File: src/sv/tsp_pkg.sv
// tsp_pkg: shared widths, command and action codes, note word layout
// for the tone sequence player; no dependencies

package tsp_pkg;

    localparam int MAX_NOTES_DEF = 64;
    localparam int IDX_W         = 8;
    localparam int CMD_W         = 3;
    localparam int ACT_W         = 2;
    localparam int TONE_W        = 8;
    localparam int LEN_W         = 7;
    localparam int DUR_W         = 16;
    localparam int TEMPO_W       = 8;
    localparam int CFG_IDX_W     = 2;
    localparam int CFG_DATA_W    = 8;

    localparam logic [CMD_W-1:0] CMD_NEW_SONG = 3'd0;
    localparam logic [CMD_W-1:0] CMD_ADD_NOTE = 3'd1;
    localparam logic [CMD_W-1:0] CMD_START    = 3'd2;
    localparam logic [CMD_W-1:0] CMD_STOP     = 3'd3;
    localparam logic [CMD_W-1:0] CMD_TICK     = 3'd4;

    localparam logic [ACT_W-1:0] ACT_NONE    = 2'd0;
    localparam logic [ACT_W-1:0] ACT_TONE    = 2'd1;
    localparam logic [ACT_W-1:0] ACT_SILENCE = 2'd2;

    localparam logic [CFG_IDX_W-1:0] CFG_NOTE_COUNT = 2'd0;
    localparam logic [CFG_IDX_W-1:0] CFG_TEMPO      = 2'd1;

    localparam logic [DUR_W-1:0]   BAR_MS      = 16'd60000;
    localparam logic [TEMPO_W-1:0] TEMPO_RESET = 8'd120;

    typedef struct packed {
        logic [TONE_W-1:0] divider;
        logic [TONE_W-1:0] prescaler;
        logic [DUR_W-1:0]  duration;
    } t_note;

    localparam int NOTE_W = $bits(t_note);

endpackage

File: src/sv/tsp_ram.sv
// tsp_ram: generic single-write, single-read RAM with registered read data
// no dependencies

module tsp_ram #(
    parameter  int WIDTH = 32,
    parameter  int DEPTH = 64,
    localparam int AW    = (DEPTH > 1) ? $clog2(DEPTH) : 1
) (
    input  logic             i_clk,
    input  logic             i_wr_en,
    input  logic [AW-1:0]    i_wr_addr,
    input  logic [WIDTH-1:0] i_wr_data,
    input  logic [AW-1:0]    i_rd_addr,
    output logic [WIDTH-1:0] o_rd_data
);

    logic [WIDTH-1:0] r_mem [DEPTH];
    logic [WIDTH-1:0] r_rd_data;

    always_ff @(posedge i_clk) begin
        if (i_wr_en) begin
            r_mem[i_wr_addr] <= i_wr_data;
        end
        r_rd_data <= r_mem[i_rd_addr];
    end

    assign o_rd_data = r_rd_data;

endmodule

File: src/sv/tsp_divider.sv
// tsp_divider: restoring divider, one quotient bit per cycle
// no dependencies; a zero divisor yields an all-ones quotient

module tsp_divider #(
    parameter int NUM_W = 16,
    parameter int DEN_W = 8
) (
    input  logic             i_clk,
    input  logic             i_rst_n,
    input  logic             i_start,
    input  logic [NUM_W-1:0] i_num,
    input  logic [DEN_W-1:0] i_den,
    output logic             o_done,
    output logic [NUM_W-1:0] o_quot
);

    localparam int CNT_W = $clog2(NUM_W + 1);

    logic [DEN_W-1:0] r_rem;
    logic [NUM_W-1:0] r_quo;
    logic [DEN_W-1:0] r_den;
    logic [CNT_W-1:0] r_cnt;
    logic             r_run;
    logic             r_done;

    logic [DEN_W:0]   w_shift;
    logic             w_fits;
    logic [DEN_W:0]   w_diff;

    assign w_shift = {r_rem, r_quo[NUM_W-1]};
    assign w_fits  = w_shift >= {1'b0, r_den};
    assign w_diff  = w_shift - {1'b0, r_den};

    always_ff @(posedge i_clk) begin
        if (!i_rst_n) begin
            r_run  <= 1'b0;
            r_done <= 1'b0;
            r_cnt  <= '0;
        end else begin
            r_done <= 1'b0;
            if (i_start) begin
                r_run <= 1'b1;
                r_cnt <= CNT_W'(NUM_W);
            end else if (r_run) begin
                r_cnt <= r_cnt - 1'b1;
                if (r_cnt == CNT_W'(1)) begin
                    r_run  <= 1'b0;
                    r_done <= 1'b1;
                end
            end
        end
    end

    // datapath, no reset
    always_ff @(posedge i_clk) begin
        if (i_start) begin
            r_rem <= '0;
            r_quo <= i_num;
            r_den <= i_den;
        end else if (r_run) begin
            r_rem <= w_fits ? w_diff[DEN_W-1:0] : w_shift[DEN_W-1:0];
            r_quo <= {r_quo[NUM_W-2:0], w_fits};
        end
    end

    assign o_done = r_done;
    assign o_quot = r_quo;

endmodule

File: src/sv/tone_sequence_player.sv
// tone_sequence_player: top level, command sequencer around the note RAM
// depends on tsp_pkg, tsp_ram, tsp_divider
//
//  channel | signals                                                | handshake
//  --------+--------------------------------------------------------+--------------------------
//  command | i_command, i_tone_divider .. i_length_count, i_rest    | i_start & !o_busy
//  result  | o_action, o_out_divider, o_out_prescaler, o_is_playing | o_valid, one cycle
//  config  | i_cfg_index, i_cfg_data                                | i_cfg_valid & o_cfg_ready
//
// start, stop, tick without a note fetch, an add_note that is not stored and unknown commands:
// result the cycle after the transfer, next command taken that same cycle.
// tick that plays a note: one note RAM read, then S_READ, then the result register.
// new_song and a stored add_note: 16 steps of the serial divider, then the result
// from S_PACE, or for add_note the product in S_UNIT and the RAM write in S_WRITE.
// synchronous reset clears control state and the entry valid bits; tempo reads 120.
// one result per command, and the receiver cannot stall it.

module tone_sequence_player
    import tsp_pkg::*;
#(
    parameter int MAX_NOTES = MAX_NOTES_DEF
) (
    input  logic                  i_clk,
    input  logic                  i_rst_n,
    input  logic                  i_start,
    output logic                  o_busy,
    input  logic [CMD_W-1:0]      i_command,
    input  logic [TONE_W-1:0]     i_tone_divider,
    input  logic [TONE_W-1:0]     i_prescaler_code,
    input  logic [LEN_W-1:0]      i_length_divisor,
    input  logic [LEN_W-1:0]      i_length_count,
    input  logic                  i_rest,
    output logic                  o_valid,
    output logic [ACT_W-1:0]      o_action,
    output logic [TONE_W-1:0]     o_out_divider,
    output logic [TONE_W-1:0]     o_out_prescaler,
    output logic                  o_is_playing,
    input  logic                  i_cfg_valid,
    output logic                  o_cfg_ready,
    input  logic [CFG_IDX_W-1:0]  i_cfg_index,
    input  logic [CFG_DATA_W-1:0] i_cfg_data
);

    localparam int AW     = (MAX_NOTES > 1) ? $clog2(MAX_NOTES) : 1;
    localparam int PROD_W = LEN_W + DUR_W;

    typedef enum logic [2:0] {
        S_IDLE,
        S_PACE,
        S_UNIT,
        S_WRITE,
        S_READ
    } t_state;

    t_state               r_state, n_state;
    logic [LEN_W-1:0]     r_note_count;
    logic [TEMPO_W-1:0]   r_tempo;
    logic [IDX_W-1:0]     r_song_len, n_song_len;
    logic [DUR_W-1:0]     r_pace, n_pace;
    logic [IDX_W-1:0]     r_index, n_index;
    logic [DUR_W-1:0]     r_countdown, n_countdown;
    logic                 r_active, n_active;
    logic                 r_table, n_table;
    logic [MAX_NOTES-1:0] r_valid, n_valid;
    logic [TONE_W-1:0]    r_note_div, n_note_div;
    logic [TONE_W-1:0]    r_note_pre, n_note_pre;
    logic [LEN_W-1:0]     r_lcnt, n_lcnt;
    logic [DUR_W-1:0]     r_dur, n_dur;

    logic                 r_o_valid, n_o_valid;
    logic [ACT_W-1:0]     r_o_action, n_o_action;
    logic [TONE_W-1:0]    r_o_div, n_o_div;
    logic [TONE_W-1:0]    r_o_pre, n_o_pre;
    logic                 r_o_play;

    logic                 w_accept;
    logic [DUR_W-1:0]     w_cd_dec;
    logic                 w_idx_lt;
    logic [AW-1:0]        w_addr;
    logic                 w_div_start;
    logic [DUR_W-1:0]     w_div_num;
    logic [TEMPO_W-1:0]   w_div_den;
    logic                 w_div_done;
    logic [DUR_W-1:0]     w_div_quot;
    logic [PROD_W-1:0]    w_prod;
    logic                 w_wr_en;
    t_note                w_wr_note;
    t_note                w_rd_note;
    t_note                w_fetched;

    assign w_accept = i_start && !o_busy;
    assign w_cd_dec = (r_countdown != '0) ? r_countdown - 1'b1 : '0;
    assign w_idx_lt = r_index < r_song_len;
    assign w_addr   = r_index[AW-1:0];
    assign w_prod   = PROD_W'(r_lcnt) * PROD_W'(w_div_quot);

    assign w_wr_note = '{divider: r_note_div, prescaler: r_note_pre, duration: r_dur};
    assign w_fetched = r_valid[w_addr] ? w_rd_note : '0;

    tsp_ram #(
        .WIDTH (NOTE_W),
        .DEPTH (MAX_NOTES)
    ) u_note_ram (
        .i_clk     (i_clk),
        .i_wr_en   (w_wr_en),
        .i_wr_addr (w_addr),
        .i_wr_data (w_wr_note),
        .i_rd_addr (w_addr),
        .o_rd_data (w_rd_note)
    );

    tsp_divider #(
        .NUM_W (DUR_W),
        .DEN_W (TEMPO_W)
    ) u_divider (
        .i_clk   (i_clk),
        .i_rst_n (i_rst_n),
        .i_start (w_div_start),
        .i_num   (w_div_num),
        .i_den   (w_div_den),
        .o_done  (w_div_done),
        .o_quot  (w_div_quot)
    );

    always_comb begin
        n_state     = r_state;
        n_song_len  = r_song_len;
        n_pace      = r_pace;
        n_index     = r_index;
        n_countdown = r_countdown;
        n_active    = r_active;
        n_table     = r_table;
        n_valid     = r_valid;
        n_note_div  = r_note_div;
        n_note_pre  = r_note_pre;
        n_lcnt      = r_lcnt;
        n_dur       = r_dur;
        n_o_valid   = 1'b0;
        n_o_action  = ACT_NONE;
        n_o_div     = '0;
        n_o_pre     = '0;
        w_div_start = 1'b0;
        w_div_num   = r_pace;
        w_div_den   = TEMPO_W'({1'b0, r_lcnt});
        w_wr_en     = 1'b0;

        case (r_state)
            S_IDLE: begin
                if (w_accept) begin
                    n_note_div = i_rest ? '0 : i_tone_divider;
                    n_note_pre = i_prescaler_code;
                    n_lcnt     = i_length_count;
                    case (i_command)
                        CMD_NEW_SONG: begin
                            n_valid     = '0;
                            n_song_len  = (IDX_W'(r_note_count) < IDX_W'(MAX_NOTES)) ?
                                          IDX_W'(r_note_count) : IDX_W'(MAX_NOTES);
                            n_countdown = '0;
                            n_index     = '0;
                            n_active    = 1'b0;
                            n_table     = 1'b1;
                            w_div_start = 1'b1;
                            w_div_num   = BAR_MS;
                            w_div_den   = r_tempo;
                            n_state     = S_PACE;
                        end
                        CMD_ADD_NOTE: begin
                            if (r_table && w_idx_lt) begin
                                w_div_start = 1'b1;
                                w_div_num   = r_pace;
                                w_div_den   = TEMPO_W'({1'b0, i_length_divisor});
                                n_state     = S_UNIT;
                            end else begin
                                n_o_valid = 1'b1;
                            end
                        end
                        CMD_START: begin
                            if (r_table) begin
                                n_index     = '0;
                                n_active    = 1'b1;
                                n_countdown = '0;
                            end
                            n_o_valid = 1'b1;
                        end
                        CMD_STOP: begin
                            n_active   = 1'b0;
                            n_table    = 1'b0;
                            n_o_valid  = 1'b1;
                            n_o_action = ACT_SILENCE;
                        end
                        CMD_TICK: begin
                            n_o_valid = 1'b1;
                            if (r_active) begin
                                n_countdown = w_cd_dec;
                                if (!w_idx_lt && w_cd_dec == '0) begin
                                    n_active   = 1'b0;
                                    n_table    = 1'b0;
                                    n_o_action = ACT_SILENCE;
                                end else if (w_cd_dec == DUR_W'(1)) begin
                                    // buzzer goes quiet one tick ahead of the next note
                                    n_o_action = ACT_SILENCE;
                                end else if (w_cd_dec == '0) begin
                                    // note fetch: result waits for the RAM read
                                    n_o_valid = 1'b0;
                                    n_state   = S_READ;
                                end
                            end
                        end
                        default: begin
                            n_o_valid = 1'b1;
                        end
                    endcase
                end
            end
            S_PACE: begin
                if (w_div_done) begin
                    n_pace    = w_div_quot;
                    n_o_valid = 1'b1;
                    n_state   = S_IDLE;
                end
            end
            S_UNIT: begin
                if (w_div_done) begin
                    n_dur   = w_prod[DUR_W-1:0];
                    n_state = S_WRITE;
                end
            end
            S_WRITE: begin
                w_wr_en          = 1'b1;
                n_valid[w_addr]  = 1'b1;
                n_index          = r_index + 1'b1;
                n_o_valid        = 1'b1;
                n_state          = S_IDLE;
            end
            S_READ: begin
                if (w_fetched.divider != '0) begin
                    n_o_action = ACT_TONE;
                    n_o_div    = w_fetched.divider;
                    n_o_pre    = w_fetched.prescaler;
                end else begin
                    n_o_action = ACT_SILENCE;
                end
                n_countdown = w_fetched.duration;
                n_index     = r_index + 1'b1;
                n_o_valid   = 1'b1;
                n_state     = S_IDLE;
            end
            default: begin
                n_state = S_IDLE;
            end
        endcase
    end

    always_ff @(posedge i_clk) begin
        if (!i_rst_n) begin
            r_state      <= S_IDLE;
            r_note_count <= '0;
            r_tempo      <= TEMPO_RESET;
            r_song_len   <= '0;
            r_pace       <= '0;
            r_index      <= '0;
            r_countdown  <= '0;
            r_active     <= 1'b0;
            r_table      <= 1'b0;
            r_valid      <= '0;
            r_o_valid    <= 1'b0;
            r_o_action   <= ACT_NONE;
            r_o_div      <= '0;
            r_o_pre      <= '0;
            r_o_play     <= 1'b0;
        end else begin
            r_state     <= n_state;
            r_song_len  <= n_song_len;
            r_pace      <= n_pace;
            r_index     <= n_index;
            r_countdown <= n_countdown;
            r_active    <= n_active;
            r_table     <= n_table;
            r_valid     <= n_valid;
            r_o_valid   <= n_o_valid;
            r_o_action  <= n_o_action;
            r_o_div     <= n_o_div;
            r_o_pre     <= n_o_pre;
            r_o_play    <= n_active;
            if (i_cfg_valid) begin
                case (i_cfg_index)
                    CFG_NOTE_COUNT: r_note_count <= i_cfg_data[LEN_W-1:0];
                    CFG_TEMPO:      r_tempo      <= i_cfg_data[TEMPO_W-1:0];
                    default:        ;
                endcase
            end
        end
    end

    // operands of the current command, no reset
    always_ff @(posedge i_clk) begin
        r_note_div <= n_note_div;
        r_note_pre <= n_note_pre;
        r_lcnt     <= n_lcnt;
        r_dur      <= n_dur;
    end

    assign o_busy          = (r_state != S_IDLE) || !i_rst_n;
    assign o_cfg_ready     = i_rst_n;
    assign o_valid         = r_o_valid;
    assign o_action        = r_o_action;
    assign o_out_divider   = r_o_div;
    assign o_out_prescaler = r_o_pre;
    assign o_is_playing    = r_o_play;

    a_index_in_song: assert property (@(posedge i_clk) disable iff (!i_rst_n)
        r_index <= r_song_len)
        else $error("note index ran past the song length");

    a_play_needs_table: assert property (@(posedge i_clk) disable iff (!i_rst_n)
        r_active |-> r_table)
        else $error("playback active without a note table");

    a_write_in_range: assert property (@(posedge i_clk) disable iff (!i_rst_n)
        w_wr_en |-> (w_idx_lt && r_table))
        else $error("note RAM written outside the song");

    a_result_ends_work: assert property (@(posedge i_clk) disable iff (!i_rst_n)
        o_valid |-> (r_state == S_IDLE))
        else $error("result shown while a command is still in progress");

endmodule

File: config.mk
export PLATFORM = sky130hd
export DESIGN_NAME = tone_sequence_player
export DESIGN_NICKNAME = d
export VERILOG_FILES = /design/src/sv/tsp_pkg.sv /design/src/sv/tsp_ram.sv /design/src/sv/tsp_divider.sv /design/src/sv/tone_sequence_player.sv
export SDC_FILE = /design/constraint.sdc
export NUM_CORES = 2
export LEC_CHECK = 0
export ABC_AREA = 1
export BUFFER_PORTS_ARGS = -buffer_cell sky130_fd_sc_hd__buf_2
export CAP_MARGIN = 40
export CORE_ASPECT_RATIO = 0.7
export CORE_MARGIN = 1
export CORE_UTILIZATION = 45
export CTS_CLUSTER_SIZE = 40
export DETAILED_ROUTE_END_ITERATION = 6
export PLACE_DENSITY = 0.61
export RECOVER_POWER = 50
export SETUP_SLACK_MARGIN = 0.05
export SYNTH_ARGS = -nofsm -noshare
export SYNTH_HDL_FRONTEND = slang
export SYNTH_SLANG_ARGS = --single-unit
File: constraint.sdc
create_clock -name i_clk -period 6.15 [get_ports i_clk]
set_clock_uncertainty 0.05 [all_clocks]
set_input_delay 1.23 -clock i_clk [delete_from_list [all_inputs] [get_ports i_clk]]
set_output_delay 1.23 -clock i_clk [all_outputs]
set_load 0.01 [all_outputs]
### Yosys cells after proc, flatten, opt, wreduce, memory -nomap -nowiden

Memory sizes are Yosys's and may differ from the RTL's. A register that Yosys moved wholly into a read port is not among the register bits.
Cells that the tools add are included.
Widths: inputs -> output; s select.

| storage, ports and cells | value |
|---|---|
| register bits after elaboration | 229 |
| latch bits | 0 |
| memory bits (writable) | 2048 |
| ROM bits | 0 |
| bits of input ports | 48 |
| output and inout bits | 22 |
| logic and storage cells | 181 |
| memories kept | 1 |

| operators by class | value |
|---|---|
| add/sub/neg operators | 4 |
| $mul | 1 |
| div/mod/pow operators | 0 |
| magnitude comparators | 5 |
| equality and inequality tests | 27 |
| shift operators | 0 |
| muxes and demuxes | 75 |
| bitwise operators | 3 |
| reduce and logical (&&, ||, !) cells | 39 |

Memory list:

| memory | words | bits a word | read ports | clocked after Yosys merged registers in | wr ports | RTL line | RTL |
|---|---|---|---|---|---|---|---|
| u_note_ram.r_mem | 64 | 32 | 1 | 1 | 1 | tsp_ram.sv:17 | `logic [WIDTH-1:0] r_mem [DEPTH];` |

Operators with widths:

| operator | count |
|---|---|
| $mux 16 | 9 |
| $mux 64 | 2 |
| $pmux 64 s2 | 1 |
| $or 64x64->64 | 1 |
| $pmux 16 s3 | 1 |
| $pmux 8 s2 | 3 |
| $mux 32 | 1 |
| $pmux 16 s2 | 1 |
| $mux 7 | 4 |
| $mux 1 | 24 |
| $mux 3 | 8 |
| $mux 8 | 3 |
| $ne 3x3->1 const B | 6 |
| $pmux 3 s3 | 2 |
| $eq 16x1->1 const B | 1 |
| $logic_not 16->1 | 1 |
| $mul 7x16->16 | 1 |
| $reduce_bool 16->1 | 1 |
| $sub 16x1->16 const B | 1 |
| $eq 3x2->1 const B | 4 |
| $pmux 1 s3 | 4 |
| $reduce_and 4->1 | 3 |
| $mux 2 | 5 |
| $mux 5 | 2 |
| 35 further kinds | 65 |

### Logic depth before layout (Yosys ltp)

| depth | value |
|---|---|
| depth after elaboration | 10 |
| gate-level depth with buffers | 23 |
| mapped depth without buffers | 21 |

### Hierarchy

A second synthesis with hierarchy kept.

| unflattened totals | value |
|---|---|
| cells, all modules | 8491 |
| area, all modules | 96064.6 µm² |

Modules (own cells, without submodules):

| module | times used | cells an instance | area an instance (µm²) | seq. area each (µm²) |
|---|---|---|---|---|
| tsp_ram | 1 | 6785 | 82785.6 | 62139.6 |
| tone_sequence_player | 1 | 1443 | 11130.7 | 4174.0 |
| tsp_divider | 1 | 263 | 2148.3 | 1021.0 |

### Worst setup path before layout

OpenSTA, ideal clock, no wires.

| timing | value |
|---|---|
| path type | register -> register |
| from | register r_index[2] |
| to | memory u_note_ram.r_mem[10][0] (enable) |
| setup time | 502 ps |
| data arrival time | 4174 ps |
| required time | 5598 ps |
| setup slack | 1425 ps |
| stages on the path, launching flop included | 7 |
| path buffers | 3 |
| period minus slack after synthesis | 4725 ps |
| cells stage by stage | dfxtp_1 > buf_2 > inv_2 > nand3_1 > buf_2 > buf_1 > nor4_1 |

RTL lines:

| element | RTL line | RTL |
|---|---|---|
| start, declared | tone_sequence_player.sv:60 | `logic [IDX_W-1:0] r_index, n_index;` |
| start signal, assigned | tone_sequence_player.sv:275 | `r_index <= n_index;` |
| end, declared | tsp_ram.sv:17 |  |

No word-level cell before the write port.

==> metrics.md <==
| Metric | Value |
|---|---|
| DRC Markers | `0` |
| Synth top cells by count | `2111 x edfxtp_1, 1354 x nand2_1, 437 x inv_1, 315 x a22oi_1, 272 x nand4_1` |
| Net count after synthesis | `6522` |
| Min Tclk post-route | `5620 ps` |
| Yosys warns | `0` |
| Count leader, synth | `edfxtp_1` |
| NumNets Final | `6671` |
| Total gr overflow | `0` |
| Synth area leaders | `edfxtp_1 71%, nand2_1 5.7%, dfxtp_1 4.4%` |
| Status | `finished, violations left` |
| Pin count of the biggest net entering global routing | `77` |
| Final hold vios | `0` |
| Post-synthesis instance total | `6381` |
| Layout cells sized above 1 | `9.062%` |
| Netlist cell types | `49` |
| Ys async rst share | `0%` |
| CP most frequent cell | `nand2_1` |
| PostCTS Resize Cnt | `0` |
| Rel. slew slack | `-174.4%` |
| CTS clk-pin slew, worst paths | `60 ps` |
| ANT nets after route | `0` |
| Largest area contributor in the netlist | `edfxtp_1` |
| Vias in the first global route | `52040` |
| Worst Hold Class | `flop to flop` |
| Share of the synthesized area in the top cell type | `71.35%` |
| Final setup fails | `0` |
| Final Slew Violations | `2183` |
| Longest Clk Path Bufs | `4` |
| Top delay family on crit path | `buffers and inverters` |
| Cts bufs inserted | `209` |
| Crit share post-route | `91.39%` |
| Number of hold buffers added after cts | `0` |
| Clock Latency Late Sink | `860 ps` |
| Seq/Total Area, Yosys | `75.79%` |
| Crit Path Max Fanout | `35` |
| WL per Instance | `29.35 µm` |
| Detailed Route WL | `273300 µm` |
| Failing checks | `capacitance limit, slew limit` |
| Core Box Area | `196200 µm²` |
| Number of synthesized flops with an enable pin | `2111` |
| Hpwl dp | `158400 µm` |
| Fill cell count | `16490` |
| Main flop type after synthesis | `edfxtp_1` |
| H-Tree Depth | `4` |
| Root Driver | `clkbuf_16` |
| Mapped cell area | `88840 µm²` |
| Area Overhead vs Synth | `12.06%` |
| All-Layer GR Usage | `27.01%` |
| Leakage | `33.27 nW` |
| Sink Count | `2308` |
| Antenna violations before repair | `14` |
| Die Wd | `533.1 µm` |
| CP max stage delay | `2580 ps` |
| Placer Congestion | `0.8800` |
| Via count | `55750` |
| Crit path arrival time | `6310 ps` |
| Setup repair bufs after CTS | `0` |
| Slew @ Worst Pin | `4116 ps` |
| Worst Setup End Kind | `flop` |
| Setup TNS | `0 ps` |
| Power per cell area | `333.9 nW/µm²` |
| Unrepaired setup endpoints after global routing | `no` |
| CP cell instances | `nand3_1 -> clkbuf_1 -> o21ai_0 -> a221oi_1 -> nand2_1 -> nand2_1 -> nand4_1 -> or2_1` |
| Global-route wire length before repair | `386400 µm` |
| DR vias/cell | `5.986` |
| First-pass detailed-route iteration total | `6` |
| Critical-path top delay cell | `clkbuf_1` |
| TritonCTS clock tree | `built` |
| Count of input and output buffers | `69` |
| CP required | `6840 ps` |
| Worst Path Buf+Inv | `1` |
| Peak VDD IR | `0.2430 mV` |
| Ports | `70` |
| CP startpoint kind | `flop` |
| Die Area | `199200 µm²` |
| FMAX | `177.9 MHz` |
| Max Cap Viol | `42` |
| Number of synthesized register bits | `2308` |
| Die Ht | `373.8 µm` |
| Initial Util | `45.28%` |
| Iter 0 DRT Violations | `8526` |
| Syn avg cell area | `13.92 µm²` |
| Critical path class | `flop to flop` |
| Rows | `136` |
| Final hold slack | `370.0 ps` |
## routing by layer
metal  vias up  wire length [µm]  global-route usage, %  part of all wire, %
met3       355             36670                  7.307                   13
met5         -                37                      0                0.014
met2      3240            112600                  37.50                   41
li1      23890                 -                      -                    -
met4         4              6129                  5.847                  2.2
met1     28260            117900                  42.03                   43
## final timing paths
check                                                 startpoint                          endpoint  slack, ps  depth (start not counted)
worst min register to register  u_note_ram.o_rd_data[18]$_DFF_P_     o_out_prescaler[2]$_SDFF_PN0_        370                          2
worst max register to register           r_index[1]$_SDFFE_PN0P_  u_note_ram.o_rd_data[19]$_DFF_P_        530                          8
worst max-delay path                     r_index[1]$_SDFFE_PN0P_  u_note_ram.o_rd_data[19]$_DFF_P_        530                          8
worst min-delay path            u_note_ram.o_rd_data[18]$_DFF_P_     o_out_prescaler[2]$_SDFF_PN0_        370                          2
## power by group
group          switching [W]  internal (W)  total (W)
clock                0.00570       0.00700     0.0127
sequential          0.000113        0.0174     0.0175
combinational        0.00206      0.000945    0.00301
total                0.00788        0.0254     0.0332
## cell usage in the layout (no fill, tap or decap), types with 28 or more instances in the layout
| cell type | n |
|---|---|
| clkbuf_16 | 212 |
| clkinv_2 | 38 |
| fa_1 | 53 |
| a22o_1 | 93 |
| buf_4 | 141 |
| a221oi_1 | 204 |
| nand4_1 | 272 |
| nand2_1 | 1352 |
| clkbuf_1 | 95 |
| a21oi_1 | 183 |
| a22oi_1 | 315 |
| dfxtp_1 | 197 |
| edfxtp_1 | 2111 |
| buf_2 | 66 |
| clkinv_1 | 55 |
| nor3_2 | 28 |
| ha_1 | 40 |
| nand3_1 | 155 |
| inv_1 | 439 |
| nor2_1 | 176 |
| o21ai_0 | 170 |
## cell type report
cell class                 instances  area [µm²]  area share [%]
antenna                            5       12.51         0.01257
clock buffer                     250        5458           5.482
clock inverter                   118       987.2          0.9916
inverter                         457        1778           1.786
multi-input combinational       3266       18640           18.72
sequential                      2308       67330           67.63
tap                             2622        3281           3.295
timing repair buffer             288        2072           2.081
## stage by stage
| step | instance area (µm²) | total power, W | instances | worst slack (ps) | utilization [%] |
|---|---|---|---|---|---|
| 2_1_floorplan | 88840 | 0.01982 | 6381 | 1425 | - |
| 3_3_place_gp | 93180 | 0.02074 | 8927 | 1286 | 47.49 |
| 3_5_place_dp | 93410 | 0.02080 | 8939 | 1220 | 47.61 |
| 4_1_cts | 99860 | 0.03326 | 9307 | 1182 | 50.90 |
| 5_1_grt | 99550 | 0.03429 | 9309 | 653.6 | 50.74 |
| 6_report | 99560 | 0.03324 | 9314 | 529.5 | 50.74 |
## sequential cells by signal (all words and copies together) (netlist names), 16 cells and up
register and cells:
u_note_ram.r_mem 2048, r_valid 64, u_note_ram.o_rd_data 32, r_countdown 16, r_dur 16, r_pace 16, u_divider.o_quot 16
## kinds of logic after synthesis
logic type                 after synthesis  synth area share [%]
AOI/OAI and AO/OA                     1068                 8.461
DFF                                   2308                 75.79
xor gates and xnor gates                30                0.2957
and+or+nand+nor                       2075                 10.03
buffers and inverters                  807                 3.670
adders and majority gates               93                 1.758
## worst reg2reg max path: cells and delay by family (launching register included)
kind	cells	cell delay (ps)
buffers and inverters	1	2580
AND/OR/NAND/NOR	5	1610
AO/OA/AOI/OAI	2	870
flip-flops	1	410
No activity file was read; power rests on OpenSTA's default activity.
